--- src/design/hbos_pkg.sv ---
// ----------------------------------------------------------------------------
// hbos_pkg: shared constants for the hierarchical bitmap ordered set
// Word geometry of the two-level bitmap, the key width and the command codes.
// ----------------------------------------------------------------------------
package hbos_pkg;

   localparam int WORD_BITS  = 64;
   localparam int WORD_COUNT = 64;
   localparam int IDX_W      = $clog2(WORD_BITS);
   localparam int WORD_W     = $clog2(WORD_COUNT);
   localparam int KEY_W      = WORD_W + IDX_W;

   typedef enum logic [2:0] {
      CMD_INSERT   = 3'd0,
      CMD_ERASE    = 3'd1,
      CMD_CONTAINS = 3'd2,
      CMD_NEXT_GE  = 3'd3,
      CMD_NEXT_GT  = 3'd4,
      CMD_PREV_LE  = 3'd5,
      CMD_PREV_LT  = 3'd6,
      CMD_CLEAR    = 3'd7
   } cmd_type;

endpackage

--- src/design/hbos_find.sv ---
// ----------------------------------------------------------------------------
// hbos_find: shared priority encoder
// Finds the lowest or the highest set bit of a word and flags a nonzero word.
// ----------------------------------------------------------------------------
module hbos_find
   import hbos_pkg::*;
(
   input  logic [WORD_BITS-1:0] vec,
   input  logic                 dir_high,
   output logic [IDX_W-1:0]     idx,
   output logic                 any
);

   logic [WORD_BITS-1:0] oriented;
   logic [WORD_BITS-1:0] lowest;
   logic [IDX_W-1:0]     low_idx;

   // The highest bit is found as the lowest bit of the reversed word.
   always_comb begin
      for (int i = 0; i < WORD_BITS; i++) begin
         oriented[i] = dir_high ? vec[WORD_BITS-1-i] : vec[i];
      end
   end

   assign lowest = oriented & (~oriented + WORD_BITS'(1));

   always_comb begin
      low_idx = '0;
      for (int b = 0; b < IDX_W; b++) begin
         for (int i = 0; i < WORD_BITS; i++) begin
            if (((i >> b) & 1) == 1) begin
               low_idx[b] = low_idx[b] | lowest[i];
            end
         end
      end
   end

   assign idx = dir_high ? ~low_idx : low_idx;
   assign any = |vec;

endmodule

--- src/design/hierarchical_bitmap_ordered_set_unit.sv ---
// ----------------------------------------------------------------------------
// hierarchical_bitmap_ordered_set_unit: ordered set of 12-bit keys
// Insert, erase, contains, nearest-member searches and clear over a
// two-level bitmap of 64 leaf words and one summary word.
// ----------------------------------------------------------------------------
// One request is taken at a time, and the unit is not ready again until its
// response has been accepted. Every command first reads the leaf word of its
// key and acts on it; a search that finds nothing inside the key's own leaf
// word also scans the summary word, and one that finds another leaf word there
// fetches that word and takes its nearest set bit. The next request can be
// accepted in the cycle right after the response handshake. The sequence is
// shaped by the single read port of the leaf-word memory, whose read is
// registered, and by the one priority encoder that serves the leaf, the
// summary and the fetched word in turn. A summary bit doubles as the valid
// bit of its leaf word, so clear takes effect at once and needs no sweep of
// the memory.
// ----------------------------------------------------------------------------
module hierarchical_bitmap_ordered_set_unit
   import hbos_pkg::*;
(
   input  logic        clock,
   input  logic        reset,
   input  logic        req_tvalid,
   output logic        req_tready,
   input  logic [15:0] req_tdata,  // [11:0] key
   input  logic [2:0]  req_tuser,  // [2:0] cmd
   output logic        rsp_tvalid,
   input  logic        rsp_tready,
   output logic [15:0] rsp_tdata,  // [11:0] found_key
   output logic [1:0]  rsp_tuser   // [0] found, [1] set_empty
);

   typedef enum logic [6:0] {
      S_IDLE  = 7'b0000001,
      S_READ  = 7'b0000010,
      S_LEAF  = 7'b0000100,
      S_SUMM  = 7'b0001000,
      S_FETCH = 7'b0010000,
      S_DESC  = 7'b0100000,
      S_RESP  = 7'b1000000
   } state_type;

   // Ones at positions at or above pos, or strictly above when skip is set.
   function automatic logic [WORD_BITS-1:0] mask_from(input logic [IDX_W-1:0] pos,
                                                      input logic skip);
      logic [IDX_W:0] amt;
      amt = {1'b0, pos} + (IDX_W+1)'(skip);
      return {WORD_BITS{1'b1}} << amt;
   endfunction

   state_type               state_ff, state_in;
   cmd_type                 cmd_ff, cmd_in;
   logic [WORD_W-1:0]       word_ff, word_in;
   logic [IDX_W-1:0]        bit_ff, bit_in;
   logic [WORD_COUNT-1:0]   summary_ff, summary_in;
   logic [WORD_BITS-1:0]    rdata_ff;
   logic                    found_ff, found_in;
   logic [KEY_W-1:0]        found_key_ff, found_key_in;

   logic [WORD_BITS-1:0]    leaf_mem [WORD_COUNT];
   logic                    mem_we;
   logic [WORD_BITS-1:0]    mem_wdata;

   logic                    strict;
   logic                    down;
   logic [WORD_BITS-1:0]    leaf;
   logic [WORD_BITS-1:0]    bit_vec;
   logic [WORD_BITS-1:0]    leaf_after_erase;
   logic [WORD_BITS-1:0]    leaf_mask;
   logic [WORD_BITS-1:0]    summ_mask;
   logic [WORD_BITS-1:0]    find_vec;
   logic [IDX_W-1:0]        find_idx;
   logic                    find_any;

   assign strict = (cmd_ff == CMD_NEXT_GT) || (cmd_ff == CMD_PREV_LT);
   assign down   = (cmd_ff == CMD_PREV_LE) || (cmd_ff == CMD_PREV_LT);

   // A leaf word whose summary bit is clear is empty or has not been written
   // since the last clear, and reads as empty.
   assign leaf             = summary_ff[word_ff] ? rdata_ff : '0;
   assign bit_vec          = WORD_BITS'(1) << bit_ff;
   assign leaf_after_erase = leaf & ~bit_vec;
   assign leaf_mask = down ? ~mask_from(bit_ff, !strict) : mask_from(bit_ff, strict);
   assign summ_mask = down ? ~mask_from(word_ff, 1'b0) : mask_from(word_ff, 1'b1);

   always_comb begin
      unique case (state_ff)
         S_LEAF:  find_vec = leaf & leaf_mask;
         S_SUMM:  find_vec = summary_ff & summ_mask;
         default: find_vec = rdata_ff;
      endcase
   end

   hbos_find u_find (
      .vec      (find_vec),
      .dir_high (down),
      .idx      (find_idx),
      .any      (find_any)
   );

   always_ff @(posedge clock) begin
      if (mem_we) begin
         leaf_mem[word_ff] <= mem_wdata;
      end
      rdata_ff <= leaf_mem[word_ff];
   end

   always_comb begin
      state_in     = state_ff;
      cmd_in       = cmd_ff;
      word_in      = word_ff;
      bit_in       = bit_ff;
      summary_in   = summary_ff;
      found_in     = found_ff;
      found_key_in = found_key_ff;
      mem_we       = 1'b0;
      mem_wdata    = leaf | bit_vec;

      unique case (state_ff)
         S_IDLE: begin
            if (req_tvalid) begin
               cmd_in   = cmd_type'(req_tuser[2:0]);
               word_in  = req_tdata[KEY_W-1:IDX_W];
               bit_in   = req_tdata[IDX_W-1:0];
               state_in = S_READ;
            end
         end
         S_READ: begin
            state_in = S_LEAF;
         end
         S_LEAF: begin
            found_in     = 1'b0;
            found_key_in = '0;
            state_in     = S_RESP;
            unique case (cmd_ff) inside
               CMD_INSERT: begin
                  mem_we              = 1'b1;
                  summary_in[word_ff] = 1'b1;
               end
               CMD_ERASE: begin
                  mem_we              = 1'b1;
                  mem_wdata           = leaf_after_erase;
                  summary_in[word_ff] = |leaf_after_erase;
               end
               CMD_CONTAINS: begin
                  found_in = |(leaf & bit_vec);
               end
               CMD_NEXT_GE, CMD_NEXT_GT, CMD_PREV_LE, CMD_PREV_LT: begin
                  if (find_any) begin
                     found_in     = 1'b1;
                     found_key_in = {word_ff, find_idx};
                  end else begin
                     state_in = S_SUMM;
                  end
               end
               CMD_CLEAR: begin
                  summary_in = '0;
               end
               default: begin
                  state_in = S_RESP;
               end
            endcase
         end
         S_SUMM: begin
            if (find_any) begin
               word_in  = find_idx;
               state_in = S_FETCH;
            end else begin
               state_in = S_RESP;
            end
         end
         S_FETCH: begin
            state_in = S_DESC;
         end
         S_DESC: begin
            // The chosen word has its summary bit set, so it is nonempty.
            found_in     = 1'b1;
            found_key_in = {word_ff, find_idx};
            state_in     = S_RESP;
         end
         S_RESP: begin
            if (rsp_tready) begin
               state_in = S_IDLE;
            end
         end
         default: begin
            state_in = S_IDLE;
         end
      endcase
   end

   always_ff @(posedge clock) begin
      if (reset) begin
         state_ff   <= S_IDLE;
         summary_ff <= '0;
      end else begin
         state_ff   <= state_in;
         summary_ff <= summary_in;
      end
      cmd_ff       <= cmd_in;
      word_ff      <= word_in;
      bit_ff       <= bit_in;
      found_ff     <= found_in;
      found_key_ff <= found_key_in;
   end

   assign req_tready = (state_ff == S_IDLE);
   assign rsp_tvalid = (state_ff == S_RESP);
   assign rsp_tdata  = {(16-KEY_W)'(0), found_key_ff};
   assign rsp_tuser  = {~|summary_ff, found_ff};

endmodule
--- config.mk ---
export PLATFORM = sky130hd
export DESIGN_NAME = hierarchical_bitmap_ordered_set_unit
export DESIGN_NICKNAME = d
export VERILOG_FILES = /design/src/design/hbos_pkg.sv /design/src/design/hbos_find.sv /design/src/design/hierarchical_bitmap_ordered_set_unit.sv
export SDC_FILE = /design/constraint.sdc
export NUM_CORES = 2
export LEC_CHECK = 0
export BUFFER_PORTS_ARGS = -buffer_cell sky130_fd_sc_hd__buf_2
export CORE_UTILIZATION = 30
export DETAILED_ROUTE_END_ITERATION = 6
export GPL_TIMING_DRIVEN = 1
export PLACE_DENSITY = 0.45
export SKIP_CTS_REPAIR_TIMING = 1
export SLEW_MARGIN = 10
export SYNTH_ARGS = -nofsm -noshare
export SYNTH_HDL_FRONTEND = slang
export SYNTH_SLANG_ARGS = --single-unit
--- constraint.sdc ---
create_clock -name clock -period 8.7 [get_ports clock]
set_input_delay 1.74 -clock clock [delete_from_list [all_inputs] [get_ports clock]]
set_output_delay 1.74 -clock clock [all_outputs]
set_load 0.03 [all_outputs]
### After elaboration in Yosys (flattened, before gate mapping)

Memory sizes are Yosys's and may differ from the RTL's. A register that Yosys moved wholly into a read port is not among the register bits.
Cells that the tools add are included.

| operators by class | value |
|---|---|
| add/subtract/negate cells | 4 |
| order comparisons | 2 |
| equality and inequality tests | 17 |
| shifts and indexed selects | 5 |
| reduce and logical (&&, ||, !) cells | 19 |
| multiplexer cells | 96 |
| bitwise logic cells | 198 |

Operators by type and width:

| cell | count |
|---|---|
| $and 64x64->64 | 5 |
| $mux 64 | 5 |
| $not 64->64 | 4 |
| $reduce_or 64->1 | 4 |
| $pmux 64 s3 | 1 |
| $shl 64x7->64 const A | 3 |
| $or 1x1->1 | 186 |
| $or 64x64->64 | 2 |
| $pmux 64 s2 | 1 |
| $mux 1 | 71 |
| $add 64x1->64 const B | 1 |
| $bwmux 64 | 1 |
| $shl 1x6->64 const A | 1 |
| $shl 64x6->64 const A | 1 |
| $pmux 7 s7 | 1 |
| $mux 7 | 5 |
| $mux 12 | 2 |
| $pmux 12 s2 | 1 |
| $mux 6 | 3 |
| $add 6x1->7 | 2 |
| $eq 3x3->1 const B | 4 |
| $pmux 6 s2 | 1 |
| $add 6x1->7 const B | 1 |
| $eq 7x1->1 const B | 1 |
| 26 further kinds | 34 |

| storage, ports and cells | value |
|---|---|
| word-level logic and storage cells | 349 |
| memories kept | 1 |
| RAM bits | 4096 |
| input bits | 23 |
| output and inout bits | 20 |
| register bits | 99 |

Memories:

| name | words | bits a word | rd ports | clocked after memory_dff | write ports | line | RTL |
|---|---|---|---|---|---|---|---|
| leaf_mem | 64 | 64 | 1 | 1 | 1 | hierarchical_bitmap_ordered_set_unit.sv:60 | `logic [WORD_BITS-1:0] leaf_mem [WORD_COUNT];` |

### Longest topological paths before layout

| logic depth | value |
|---|---|
| depth after elaboration | 49 |
| gate-level depth with buffers | 25 |
| depth with buffers taken out | 18 |

### Modules after synthesis

Synthesis repeated with hierarchy kept, for this count alone.

| second synthesis, totals | value |
|---|---|
| cell total of the unflattened synthesis | 9829 |
| area, all modules | 163448.0 um^2 |

By module, submodules not included:

| module | times used | seq. area each (um^2) | cells an instance | area an instance (um^2) |
|---|---|---|---|---|
| hierarchical_bitmap_ordered_set_unit | 1 | 126541.4 | 9408 | 160766.7 |
| hbos_find | 1 | 0.0 | 421 | 2681.3 |

### Least setup slack after synthesis

OpenSTA, ideal clock, no wires.

| timing | value |
|---|---|
| kind | flip-flop to flip-flop |
| start | register word_ff[2] |
| end | memory leaf_mem[12][0] (enable) |
| cell stages (with the launch flop) | 11 |
| path slack | 843 ps |
| required time | 8136 ps |
| data arrival time | 7292 ps |
| buffers on the path | 8 |
| cell sequence | edfxtp_1 buf_6 buf_4 clkbuf_1 buf_1 buf_1 buf_1 clkbuf_1 nand2_1 clkbuf_1 nor3_1 |

RTL lines:

| element | line | RTL |
|---|---|---|
| start: declaration | hierarchical_bitmap_ordered_set_unit.sv:53 | `logic [WORD_W-1:0] word_ff, word_in;` |
| start signal: assignment | hierarchical_bitmap_ordered_set_unit.sv:201 | `word_ff <= word_in;` |
| end: declaration | hierarchical_bitmap_ordered_set_unit.sv:60 |  |

No word-level cell before the write port.

### Worst setup path in the final report

| timing | value |
|---|---|
| start | register word_ff[2] |
| end | register word_ff[4], data pin |

| between the ends | value |
|---|---|
| longest elaborated chain between the ends | 44 |
| elaborated cells between the ends (all ways) | 113 |
| those cells by class | add/sub (2); shift (2); mux (72); bitwise (37) |

Ends and longest elaborated chain:

| element | line | RTL |
|---|---|---|
| $add 6x1->7 (tied with other cells) | hierarchical_bitmap_ordered_set_unit.sv:47 | `amt = {1'b0, pos} + (IDX_W+1)'(skip);` |
| $shl 64x7->64 (tied with other cells) | hierarchical_bitmap_ordered_set_unit.sv:48 | `return {WORD_BITS{1'b1}} << amt;` |
| $mux 64 (on tied branches) | hierarchical_bitmap_ordered_set_unit.sv:84, hierarchical_bitmap_ordered_set_unit.sv:80 |  |
| $and 64x64->64 (on tied branches) | hierarchical_bitmap_ordered_set_unit.sv:89, hierarchical_bitmap_ordered_set_unit.sv:88 |  |
| $pmux 64 s2 (*) | hierarchical_bitmap_ordered_set_unit.sv:87 | `unique case (state_ff)` |
| $mux 1 | hbos_find.sv:21 | `oriented[i] = dir_high ? vec[WORD_BITS-1-i] : vec[i];` |
| $not 64->64 | hbos_find.sv:25 | `assign lowest = oriented & (~oriented + WORD_BITS'(1));` |
| $add 64x1->64 | hbos_find.sv:25 |  |
| $and 64x64->64 (*) | hbos_find.sv:25 |  |
| $or 1x1->1 (30 in series) | hbos_find.sv:32 | `low_idx[b] = low_idx[b] \| lowest[i];` |
| $or 1x1->1 (*) | hbos_find.sv:32 |  |
| $not 6->6 | hbos_find.sv:38 | `assign idx = dir_high ? ~low_idx : low_idx;` |
| $mux 6 (*) | hbos_find.sv:38 |  |
| $mux 6 (*) | hierarchical_bitmap_ordered_set_unit.sv:165 | `if (find_any) begin` |
| $pmux 6 s2 (*) | hierarchical_bitmap_ordered_set_unit.sv:119 | `unique case (state_ff)` |
| net word_in[4] | hierarchical_bitmap_ordered_set_unit.sv:53 |  |

Mark *: on every way through the listed nets, which the timed path passes. The rest lies on a longest branch. The select of a mux whose other input is x is not followed.
A chain may end at the register's enable or synchronous reset.

==> flow_metrics.tcl <==
set metrics [dict create \
    outcome "finished, violations left" \
    violations "design-rule violations" \
    ir_drop_v 0.000179 \
    initial_core_util 0.301 \
    clockBufferDepth 4 \
    fp-row-count 273 \
    async_flop_share 0 \
    fin_tns_setup_ns 0 \
    path_class "reg -> reg" \
    dieHeight_um 748 \
    required_ns 9.57 \
    place_congestion 0.953 \
    drv_cap 0 \
    grt_antenna_before_repair 66 \
    fin_worst_skew_ns 0.0976 \
    drive_gt1_frac 0.164 \
    worst_setup_path_start_kind "register" \
    rsz0062_at_grt "no" \
    hold_violations 0 \
    post_drt_wl_per_cell_um 40.6 \
    io_pins 43 \
    synthFlopType "edfxtp_1" \
    final-setup-viol-count 0 \
    finalWirelength_um 745000 \
    drc 1 \
    maxSlewHeadroom 0.0849 \
    drt_iter0_markers 14900 \
    path_max_fanout 27 \
    yosysUniqueCellTypes 121 \
    first_global_vias 105000 \
    die_w_um 748 \
    min_period_over_period 0.891 \
    nets 10700 \
    yosysWarnings 0 \
    grt_pass1_wl_um 983000 \
    h-tree-depth 5 \
    cts_sinks 4259 \
    period_needed_ns 7.75 \
    cp.arrival_ns 8.62 \
    grt_start_max_net_pins 91 \
    grt_overflow_total 0 \
    synth_edf_count 4124 \
    end_kind "register" \
    cts_tree "yes" \
    dieArea_sq_um 559000 \
    synth.avg_cell_area_sq_um 16.2 \
    r2r_start "word_ff[2]$_DFFE_PP_" \
    cts_buffers 434 \
    slew_violations 0 \
    ys_seq_elements 4259 \
    clkTransAtPathRegs_ns 0.08 \
    root_buffer "clkbuf_16" \
    num_vias 110000 \
    dpl.hpwl_um 426000 \
    synth_cells 10300 \
    area_growth_pct 16.9 \
    hp-class "reg -> reg" \
    antenna_left 0 \
    crit_start "word_ff[2]$_DFFE_PP_" \
    viasPerCell 6.01 \
    gr-usage-all-layers 0.257 \
    yosysSeqAreaShare 0.759 \
    fillers 52200 \
    drt_first_pass_iters 7 \
    tightest_slew_ns 1.36 \
    core_region_area_sq_um 553000 \
    p_leak_nw 59.9 \
    p_total_mw 50.0 \
    power_density_nw_per_um2 256 \
    min_from "state_ff[1]$_SDFFE_PP0P_" \
    io_buffer_count 34 \
    max_freq_mhz 129 \
    clock_latency_ns 1.07 \
    synth_area_sq_um 167000 \
]
[path summary, 6_finish.rpt]
check	slack (ns)	cells after the start	end
max	0.95	20	word_ff[4]$_DFFE_PP_
min	0.52	2	state_ff[2]$_SDFFE_PP0P_
min reg2reg	0.52	2	state_ff[2]$_SDFFE_PP0P_
max reg2reg	0.95	20	word_ff[4]$_DFFE_PP_
[metrics by stage]
stage               instances  hold slack, ns  worst slack, ns  utilization  area [sq um]
floorplan               10300           0.473            0.843            -        167000
global placement        17500           0.505            0.905        0.327        181000
detailed placement      17500           0.526            0.945        0.327        181000
CTS                     18300           0.514            0.945        0.352        195000
global route            18300           0.535            0.869        0.352        195000
finish                  18300           0.516            0.949        0.352        195000
[worst max-delay path: stages, from the launching register on]
cell,delay (ns)
edfxtp_1,0.66
clkinv_2,0.67
a221o_1,0.49
a21oi_1,0.48
o211ai_2,0.39
nor3_4,0.89
buf_4,0.68
o21ai_1,0.20
buf_4,0.22
nor3_1,0.55
a31oi_2,0.16
buf_4,0.20
buf_4,0.16
or4_1,0.51
nor4_1,0.24
a2111oi_0,0.12
buf_4,0.15
nand4_1,0.24
buf_4,0.18
nor3_1,0.06
o31ai_1,0.25
[layout make-up]
type | instances | area, sq um | area share
inverter | 50 | 196 | 0.00101
sequential | 4259 | 127000 | 0.649
tap | 7287 | 9120 | 0.0468
clock inverter | 277 | 2750 | 0.0141
clock buffer | 528 | 11400 | 0.0585
multi-input combinational | 5186 | 38500 | 0.198
timing repair buffer | 742 | 6350 | 0.0326
antenna | 20 | 50.0 | 0.000257
[power by group]
part           switching [mW]  total, mW  internal, mW
logic                    5.60       7.51          1.91
registers               0.492       23.7          23.2
clock network            8.13       18.7          10.6
total                    14.2       50.0          35.7
[synthesized netlist by cell type (17+ instances only)]
| library cell | number | area, sq um |
|---|---|---|
| edfxtp_1 | 4124 | 124000 |
| a22oi_1 | 1142 | 8570 |
| clkbuf_1 | 545 | 2050 |
| a221oi_1 | 377 | 3300 |
| nand2_1 | 323 | 1210 |
| o21ai_0 | 286 | 1430 |
| a21oi_1 | 282 | 1410 |
| nor2_1 | 277 | 1040 |
| a31oi_1 | 258 | 1610 |
| a22o_1 | 218 | 1910 |
| nand4_1 | 189 | 1180 |
| mux2i_1 | 173 | 1730 |
| buf_1 | 166 | 623 |
| nor3_1 | 162 | 811 |
| a211oi_1 | 142 | 1070 |
| dfxtp_1 | 135 | 2700 |
| nand3_1 | 131 | 656 |
| mux2_2 | 98 | 1100 |
| o22ai_1 | 95 | 594 |
| o211ai_1 | 86 | 646 |
| nor4_1 | 84 | 526 |
| o31ai_1 | 84 | 631 |
| a41oi_1 | 73 | 639 |
| mux4_2 | 67 | 1510 |
| buf_2 | 48 | 240 |
| inv_1 | 44 | 165 |
| nand2b_1 | 38 | 238 |
| o32ai_1 | 35 | 307 |
| o221ai_1 | 32 | 280 |
| a32oi_1 | 29 | 254 |
| or3_1 | 26 | 163 |
| a221o_1 | 22 | 220 |
| nor2b_1 | 22 | 138 |
| and3_1 | 21 | 131 |
| and2_1 | 20 | 125 |
| o21ai_1 | 20 | 100 |
| a21o_1 | 18 | 135 |
| o2111ai_1 | 17 | 149 |
| o21a_1 | 17 | 128 |
[registers in the layout, indices dropped and copies added, names as in the netlist]
name          flops
found_key_ff     12
state_ff          7
found_ff          1
rdata_ff         64
leaf_mem       4096
cmd_ff            3
word_ff           6
summary_ff       64
bit_ff            6
[layout by cell type, fill, tap and decap left out, types with 172 or more instances in the layout]
| cell type | instances |
|---|---|
| a221oi_1 | 377 |
| a31oi_1 | 258 |
| a22oi_1 | 1142 |
| edfxtp_1 | 4124 |
| nand4_1 | 189 |
| a22o_1 | 218 |
| buf_4 | 639 |
| a21oi_1 | 281 |
| mux2i_1 | 172 |
| nor2_1 | 255 |
| o21ai_0 | 261 |
| nand2_1 | 308 |
| clkbuf_16 | 438 |
[per-layer routing]
| layer | global-route usage | share of wire | vias up |
|---|---|---|---|
| met2 | 0.411 | 0.46 | 5811 |
| met1 | 0.342 | 0.41 | 59200 |
| met5 | 0 | 0.00032 | - |
| met3 | 0.0461 | 0.079 | 1229 |
| met4 | 0.113 | 0.052 | 26 |
| li1 | - | - | 44000 |
[logic make-up after synthesis]
kind of cell    share of synthesized area
flops                               0.759
fa+ha+maj                        0.000750
simple gates                       0.0422
buf+inv                            0.0197
mux                                0.0263
xor+xnor                          0.00124
other cells                     0.0000225
compound gates                      0.151
(Power assumes the default switching activity.)
